$ cat src/sv/bwm_pkg.sv
// Shared types, constants and the byte-counter step for the burst-locked write merger.
// No dependencies.
`default_nettype none

package bwm_pkg;

  localparam int unsigned PAYLOAD_BITS_DEF = 48;
  localparam int unsigned BEAT_BYTES_DEF   = 32;
  localparam int unsigned QUEUE_DEPTH      = 2;
  localparam int unsigned SIZE_BITS        = 16;
  localparam int unsigned SRC_BITS         = 3;

  localparam logic [SRC_BITS-1:0] SRC_NONE     = 3'd0;
  localparam logic [SRC_BITS-1:0] SRC_INLINE   = 3'd1;
  localparam logic [SRC_BITS-1:0] SRC_LINE_UPD = 3'd2;
  localparam logic [SRC_BITS-1:0] SRC_SLAB_UPD = 3'd3;
  localparam logic [SRC_BITS-1:0] SRC_NEW_LINE = 3'd4;

  typedef struct packed {
    logic                 accepted;
    logic                 two;
    logic [SIZE_BITS-1:0] size1;
    logic [SIZE_BITS-1:0] size2;
  } hdr_t;

  typedef struct packed {
    logic full;
    logic empty;
  } q_status_t;

  typedef struct packed {
    logic [SIZE_BITS-1:0] left;
    logic                 freed;
  } beat_res_t;

  // One beat: load an idle counter, then drop by a beat or clear and free.
  function automatic beat_res_t beat_step(input logic [SIZE_BITS-1:0] left,
                                          input logic [SIZE_BITS-1:0] size,
                                          input logic [SIZE_BITS-1:0] bb);
    beat_res_t            r;
    logic [SIZE_BITS-1:0] ld;
    ld = (left == '0) ? size : left;
    if (ld > bb) begin
      r.left  = ld - bb;
      r.freed = 1'b0;
    end else begin
      r.left  = '0;
      r.freed = 1'b1;
    end
    return r;
  endfunction

endpackage

`default_nettype wire

$ cat src/sv/bwm_front.sv
// Front end: takes offers, checks the burst lock and updates lock and byte counter.
// Depends on bwm_pkg.
`default_nettype none

module bwm_front #(
  parameter int unsigned BEAT_BYTES   = bwm_pkg::BEAT_BYTES_DEF
) (
  input  wire logic                           clk_i,
  input  wire logic                           rst_ni,
  input  wire logic                           in_valid_i,
  output logic                                in_stall_o,
  input  wire logic [bwm_pkg::SRC_BITS-1:0]   source_id_i,
  input  wire logic [bwm_pkg::SIZE_BITS-1:0]  first_size_i,
  input  wire logic                           has_second_i,
  input  wire logic [bwm_pkg::SIZE_BITS-1:0]  second_size_i,
  input  wire bwm_pkg::q_status_t             q_status_i,
  output logic                                push_o,
  output bwm_pkg::hdr_t                       hdr_o
);
  import bwm_pkg::*;

  localparam logic [SIZE_BITS-1:0] BB = SIZE_BITS'(BEAT_BYTES);

  logic [SRC_BITS-1:0]  owner_q, owner_d;
  logic [SIZE_BITS-1:0] left_q, left_d;
  logic                 src_ok, ok, two;
  beat_res_t            r1, r2;

  assign in_stall_o = q_status_i.full;
  assign push_o     = in_valid_i & ~q_status_i.full;

  assign src_ok = (source_id_i >= SRC_INLINE) && (source_id_i <= SRC_NEW_LINE);
  assign ok     = src_ok && ((owner_q == SRC_NONE) || (owner_q == source_id_i));
  assign two    = ok && has_second_i && (source_id_i <= SRC_SLAB_UPD);

  assign r1 = beat_step(left_q, first_size_i, BB);
  assign r2 = beat_step(r1.left, second_size_i, BB);

  always_comb begin
    owner_d = owner_q;
    left_d  = left_q;
    if (push_o && ok) begin
      owner_d = r1.freed ? SRC_NONE : source_id_i;
      left_d  = r1.left;
      if (two) begin
        left_d = r2.left;
        if (r2.freed) owner_d = SRC_NONE;
      end
    end
  end

  always_ff @(posedge clk_i or negedge rst_ni) begin
    if (!rst_ni) begin
      owner_q <= SRC_NONE;
      left_q  <= '0;
    end else begin
      owner_q <= owner_d;
      left_q  <= left_d;
    end
  end

  assign hdr_o.accepted = ok;
  assign hdr_o.two      = two;
  assign hdr_o.size1    = first_size_i;
  assign hdr_o.size2    = second_size_i;

  a_owner_legal: assert property (@(posedge clk_i) disable iff (!rst_ni)
    (owner_q <= SRC_NEW_LINE)) else $error("lock owner out of range");
  a_refuse_holds: assert property (@(posedge clk_i) disable iff (!rst_ni)
    (push_o && !ok) |=> ($stable(owner_q) && $stable(left_q)))
    else $error("refused offer changed lock state");

endmodule

`default_nettype wire

$ cat src/sv/bwm_queue.sv
// Short word queue between front and back.
// Depends on bwm_pkg.
`default_nettype none

module bwm_queue #(
  parameter int unsigned WIDTH = 1,
  parameter int unsigned DEPTH = bwm_pkg::QUEUE_DEPTH
) (
  input  wire logic             clk_i,
  input  wire logic             rst_ni,
  input  wire logic             push_i,
  input  wire logic [WIDTH-1:0] wdata_i,
  input  wire logic             pop_i,
  output logic [WIDTH-1:0]      rdata_o,
  output bwm_pkg::q_status_t    status_o
);
  import bwm_pkg::*;

  localparam int unsigned PW = (DEPTH > 1) ? $clog2(DEPTH) : 1;
  localparam int unsigned CW = $clog2(DEPTH + 1);
  localparam logic [PW-1:0] LAST_PTR = PW'(DEPTH - 1);
  localparam logic [CW-1:0] FULL_CNT = CW'(DEPTH);

  logic [WIDTH-1:0] mem_q [DEPTH];
  logic [PW-1:0]    wptr_q, wptr_d, rptr_q, rptr_d;
  logic [CW-1:0]    cnt_q, cnt_d;

  assign status_o.full  = (cnt_q == FULL_CNT);
  assign status_o.empty = (cnt_q == '0);
  assign rdata_o        = mem_q[rptr_q];

  always_comb begin
    wptr_d = wptr_q;
    rptr_d = rptr_q;
    cnt_d  = cnt_q;
    if (push_i) wptr_d = (wptr_q == LAST_PTR) ? '0 : wptr_q + 1'b1;
    if (pop_i)  rptr_d = (rptr_q == LAST_PTR) ? '0 : rptr_q + 1'b1;
    if (push_i && !pop_i) cnt_d = cnt_q + 1'b1;
    else if (pop_i && !push_i) cnt_d = cnt_q - 1'b1;
  end

  always_ff @(posedge clk_i or negedge rst_ni) begin
    if (!rst_ni) begin
      wptr_q <= '0;
      rptr_q <= '0;
      cnt_q  <= '0;
    end else begin
      wptr_q <= wptr_d;
      rptr_q <= rptr_d;
      cnt_q  <= cnt_d;
    end
  end

  always_ff @(posedge clk_i) begin
    if (push_i) mem_q[wptr_q] <= wdata_i;
  end

  a_no_overflow: assert property (@(posedge clk_i) disable iff (!rst_ni)
    push_i |-> (!status_o.full || pop_i)) else $error("queue overflow");
  a_no_underflow: assert property (@(posedge clk_i) disable iff (!rst_ni)
    pop_i |-> !status_o.empty) else $error("queue underflow");

endmodule

`default_nettype wire

$ cat src/sv/bwm_back.sv
// Back end: plays queued offers out as one or two beats, or one refusal word.
// Depends on bwm_pkg.
`default_nettype none

module bwm_back #(
  parameter int unsigned PAYLOAD_BITS = bwm_pkg::PAYLOAD_BITS_DEF
) (
  input  wire logic                          clk_i,
  input  wire logic                          rst_ni,
  input  wire bwm_pkg::q_status_t            q_status_i,
  input  wire bwm_pkg::hdr_t                 hdr_i,
  input  wire logic [PAYLOAD_BITS-1:0]       pay1_i,
  input  wire logic [PAYLOAD_BITS-1:0]       pay2_i,
  output logic                               pop_o,
  output logic                               out_valid_o,
  input  wire logic                          out_stall_i,
  output logic                               accepted_o,
  output logic [bwm_pkg::SIZE_BITS-1:0]      beat_size_o,
  output logic [PAYLOAD_BITS-1:0]            beat_payload_o,
  output logic                               last_o
);
  import bwm_pkg::*;

  logic phase_q, phase_d;
  logic take;

  assign out_valid_o = ~q_status_i.empty;
  assign take        = out_valid_o & ~out_stall_i;

  assign accepted_o     = hdr_i.accepted;
  assign last_o         = ~hdr_i.two | phase_q;
  assign beat_size_o    = !hdr_i.accepted ? '0 : (phase_q ? hdr_i.size2 : hdr_i.size1);
  assign beat_payload_o = !hdr_i.accepted ? '0 : (phase_q ? pay2_i : pay1_i);

  assign pop_o = take & last_o;

  always_comb begin
    phase_d = phase_q;
    if (take) phase_d = ~last_o;
  end

  always_ff @(posedge clk_i or negedge rst_ni) begin
    if (!rst_ni) phase_q <= 1'b0;
    else         phase_q <= phase_d;
  end

  a_phase_head: assert property (@(posedge clk_i) disable iff (!rst_ni)
    phase_q |-> (out_valid_o && hdr_i.two && hdr_i.accepted))
    else $error("second beat without a two-beat offer at the head");

endmodule

`default_nettype wire

$ cat src/sv/burst_locked_write_merger_top.sv
// Burst-locked write merger, top level: front, queue and back.
// Depends on bwm_pkg, bwm_front, bwm_queue, bwm_back.
// The first word of an offer is driven from the queue head once the queue has registered it.
// Throughput: one output word per cycle while out_stall_i is low; a two-beat offer holds
//   the single output port for both its beats; the front takes an offer per cycle while the
//   two-entry queue has room.
// Reset clears the lock owner, the byte counter, the queue and the beat phase.
`default_nettype none

module burst_locked_write_merger_top #(
  parameter int unsigned PAYLOAD_BITS = bwm_pkg::PAYLOAD_BITS_DEF,
  parameter int unsigned BEAT_BYTES   = bwm_pkg::BEAT_BYTES_DEF
) (
  input  wire logic                          clk_i,
  input  wire logic                          rst_ni,
  input  wire logic                          in_valid_i,
  output logic                               in_stall_o,
  input  wire logic [bwm_pkg::SRC_BITS-1:0]  source_id_i,
  input  wire logic [bwm_pkg::SIZE_BITS-1:0] first_size_i,
  input  wire logic [PAYLOAD_BITS-1:0]       first_payload_i,
  input  wire logic                          has_second_i,
  input  wire logic [bwm_pkg::SIZE_BITS-1:0] second_size_i,
  input  wire logic [PAYLOAD_BITS-1:0]       second_payload_i,
  output logic                               out_valid_o,
  input  wire logic                          out_stall_i,
  output logic                               accepted_o,
  output logic [bwm_pkg::SIZE_BITS-1:0]      beat_size_o,
  output logic [PAYLOAD_BITS-1:0]            beat_payload_o,
  output logic                               last_o
);
  import bwm_pkg::*;

  localparam int unsigned QW = $bits(hdr_t) + 2 * PAYLOAD_BITS;

  q_status_t               q_status;
  logic                    push, pop;
  hdr_t                    hdr_in, hdr_out;
  logic [QW-1:0]           q_wdata, q_rdata;
  logic [PAYLOAD_BITS-1:0] pay1, pay2;

  bwm_front #(
    .BEAT_BYTES  (BEAT_BYTES)
  ) u_front (
    .clk_i           (clk_i),
    .rst_ni          (rst_ni),
    .in_valid_i      (in_valid_i),
    .in_stall_o      (in_stall_o),
    .source_id_i     (source_id_i),
    .first_size_i    (first_size_i),
    .has_second_i    (has_second_i),
    .second_size_i   (second_size_i),
    .q_status_i      (q_status),
    .push_o          (push),
    .hdr_o           (hdr_in)
  );

  // payloads travel beside the header straight into the queue
  assign q_wdata = {hdr_in, first_payload_i, second_payload_i};

  bwm_queue #(
    .WIDTH(QW),
    .DEPTH(QUEUE_DEPTH)
  ) u_queue (
    .clk_i   (clk_i),
    .rst_ni  (rst_ni),
    .push_i  (push),
    .wdata_i (q_wdata),
    .pop_i   (pop),
    .rdata_o (q_rdata),
    .status_o(q_status)
  );

  assign {hdr_out, pay1, pay2} = q_rdata;

  bwm_back #(
    .PAYLOAD_BITS(PAYLOAD_BITS)
  ) u_back (
    .clk_i         (clk_i),
    .rst_ni        (rst_ni),
    .q_status_i    (q_status),
    .hdr_i         (hdr_out),
    .pay1_i        (pay1),
    .pay2_i        (pay2),
    .pop_o         (pop),
    .out_valid_o   (out_valid_o),
    .out_stall_i   (out_stall_i),
    .accepted_o    (accepted_o),
    .beat_size_o   (beat_size_o),
    .beat_payload_o(beat_payload_o),
    .last_o        (last_o)
  );

endmodule

`default_nettype wire
$ cat config.mk
export PLATFORM = sky130hd
export DESIGN_NAME = burst_locked_write_merger_top
export DESIGN_NICKNAME = d
export VERILOG_FILES = /design/src/sv/bwm_pkg.sv /design/src/sv/bwm_front.sv /design/src/sv/bwm_queue.sv /design/src/sv/bwm_back.sv /design/src/sv/burst_locked_write_merger_top.sv
export SDC_FILE = /design/constraint.sdc
export NUM_CORES = 1
export LEC_CHECK = 0
export ABC_AREA = 1
export BUFFER_PORTS_ARGS = -buffer_cell sky130_fd_sc_hd__buf_2
export CORE_UTILIZATION = 58
export DETAILED_ROUTE_END_ITERATION = 7
export GPL_TIMING_DRIVEN = 0
export PLACE_DENSITY = 0.81
export SYNTH_ARGS = -nofsm -noshare
export SYNTH_HDL_FRONTEND = slang
export SYNTH_HIERARCHICAL = 1
export SYNTH_SLANG_ARGS = --single-unit
$ cat constraint.sdc
create_clock -name clk_i -period 9.8 [get_ports clk_i]
set_clock_uncertainty 0.1 [all_clocks]
set_input_delay 1.96 -clock clk_i [delete_from_list [all_inputs] [get_ports clk_i]]
set_output_delay 1.96 -clock clk_i [all_outputs]
set_load 0.02 [all_outputs]
==> run metrics <==
number of global-route vias before repair 9600; cts bufs inserted 29; Yosys top cell area share 0.548; Int Power 0.00321 W; mapped cell area 14200 sq um; Fin. Hold Viols 0; count of input and output buffers 203; Min Hold Slack 0.403 ns; MaxCap Viol Count 0; Cells after Synth 1269; Ports 204; RSZ-0062 raised after global routing no; min Tclk post-route 4.79 ns; total track usage 0.256; Core Box Area 23800 sq um; VDD IR-drop max 0.150 mV; pin count of the biggest net entering global routing 79; area growth from synthesis to layout 17.6%; cts repair resizes 0; Initial Util 0.600; Worst Path Max Fanout 10; CP Class in2reg; # hold bufs at CTS 0; pre-CTS WS 4.51 ns; Slew headroom 0.572; Clk Latency, worst-skew pair 0.54 ns; count leader, synth nand2_1; TritonRoute pass-1 iters 5; Pwr per Cell Area 301 nW/um^2; H-tree levels 1; Clk network pwr share 0.220; switch share 0.365; Worst-path clk slew 0.06 ns; fraction of layout cells with a size suffix above 1 0.332; Seq cells post-synth 284; Tcrit/Tclk final 0.489; DIE AREA 25200 sq um; top achievable clock speed 209 MHz; first-pass GRT wire length 48800 um; Cell Rows 56; CP required 10.14 ns; # nets final 1647; syn avg cell area 11.2 sq um; sequential share of power 0.349; GRT overflow 0; Comb power frac 0.431; antenna violations before repair 8; deepest clock path buffer count 3; Die Width 159 um; worst slew pin tran 0.642 ns; startpoint types input port; Post-synth EDFFs 260; DR WL/cell 17.5 um; syn_nets 1408; # clock sinks 284; top post-synthesis cells by area edfxtp_1 (55%), mux2_4 (9.5%), nand2_1 (7.1%); WP data arrival 5.14 ns; Post-CTS Setup Bufs 0; Non-Filler Instances 1855; clock root buffer clkbuf_16; Final Setup Violations 0; GPL Wtd Cong 0.914; Vias per Instance 5.23; DR DRC count 0; worst setup margin 5.01 ns; Final ANT Viol Nets 0; synth warn 6; Post-synth top cells nand2_1 (270), edfxtp_1 (260), nor2_1 (195); Vias 9705; Leakage Power 7.56 nW; status complete, no violations; Post-DP HPWL 23100 um; final setup TNS 0 ns; hold crit path type reg2reg; TritonCTS clock tree yes; placed insts 1796; final wirelength 32500 um; most common flop cell mapped by yosys edfxtp_1; Yosys cell types 39; P_sw 0.00184 W; Slew Viols, Final 0; kind of end point of the critical path flop; post-synthesis sequential area ratio 0.590; 1st-iter DRT viols 725; chip height 159 um; area leader, netlist edfxtp_1; Async SR Flop Fraction 0.0845; Total Power 0.00505 W
-- sequential cells by signal (all words and copies together) (netlist names) --
register	count
u_queue/cnt_q	2
u_queue/mem_q	260
u_back/phase_q	1
u_front/owner_q	3
u_front/left_q	16
u_queue/rptr_q	1
u_queue/wptr_q	1
-- logic make-up after synthesis --
family,after synthesis,synth area share
simple gates,563,0.171
flops,284,0.590
buf+inv,226,0.0813
mux,130,0.127
compound gates,54,0.0222
xor+xnor,9,0.00554
fa+ha+maj,3,0.00264
-- final timing paths --
| check | startpoint | end | slack (ns) | cells past startpoint |
|---|---|---|---|---|
| worst max register to register | u_front/left_q[4]$_DFFE_PN0P_ | u_front/left_q[8]$_DFFE_PN0P_ | 5.68 | 24 |
| worst max-delay path | first_size_i[5] | u_front/left_q[8]$_DFFE_PN0P_ | 5.01 | 23 |
| worst min register to register | u_front/owner_q[2]$_DFFE_PN0P_ | u_front/owner_q[2]$_DFFE_PN0P_ | 0.40 | 2 |
| worst min-delay path | u_front/owner_q[2]$_DFFE_PN0P_ | u_front/owner_q[2]$_DFFE_PN0P_ | 0.40 | 2 |
| max in group asynchronous | rst_ni | u_front/left_q[11]$_DFFE_PN0P_ | 7.82 | 1 |
| min in group asynchronous | rst_ni | u_front/owner_q[2]$_DFFE_PN0P_ | 1.33 | 1 |
-- power groups by stage --
| stage | clock network (W) | logic, W | registers [W] |
|---|---|---|---|
| final | 0.00111 | 0.00217 | 0.00176 |
| after global routing | 0.00117 | 0.00237 | 0.00178 |
| after CTS | 0.00113 | 0.00218 | 0.00176 |
| after detailed placement | 0 | 0.00216 | 0.00178 |
| after global placement | 0 | 0.00208 | 0.00184 |
| after floorplan | 0 | 0.00158 | 0.00179 |
-- placed cells by master, fill, tap and decap left out, types with 16 or more instances in the layout --
cell type	n
inv_1	133
buf_4	39
mux2_4	90
buf_2	228
edfxtp_1	260
o21ai_0	18
nand2_1	270
mux2_2	40
nand3_1	41
buf_6	16
dfrtp_1	24
nor2_1	194
clkbuf_16	29
-- routing by layer --
metal / share of wire / vias to the layer above / GRT usage / wire length, um
met5: 0.00031 / - / 0 / 10
li1: - / 4665 / - / -
met4: 0.025 / 2 / 0.0829 / 818
met2: 0.50 / 402 / 0.452 / 16300
met3: 0.074 / 64 / 0.0452 / 2390
met1: 0.40 / 4572 / 0.317 / 13000
-- per-stage QoR --
stage                util  instance area (sq um)
floorplan               -                  14200
global placement    0.659                  15700
detailed placement  0.664                  15800
CTS                 0.705                  16700
global route        0.705                  16700
finish              0.705                  16800
-- cell type report --
class                   count  area [sq um]
diodes                      6          15.0
plain buffers              88           639
clock buffers              36           752
clock inverters            17           209
fillers                  1685          7000
inverters                 138           523
multi-input cells         759          4680
flip-flops and latches    284          8410
well taps                 319           399
repair buffers            208          1120
-- worst max-delay path, stage by stage --
cell and delay (ns):
buf_2 0.13, inv_1 0.06, nand3_1 0.08, nand2_2 0.17, ha_1 0.21, nand3_1 0.14
nor2_2 0.19, nand2_1 0.12, nor2_1 0.11, nand2_1 0.06, nand3_1 0.20, nand2_1 0.13
nor2_4 0.25, nand3_4 0.14, buf_6 0.18, o21ai_1 0.24, nor2_1 0.08, nand2_1 0.11
nor2_4 0.06, nand2_4 0.11, buf_6 0.16, nand3_1 0.09, a21oi_1 0.16
(Power assumes the default switching activity.)
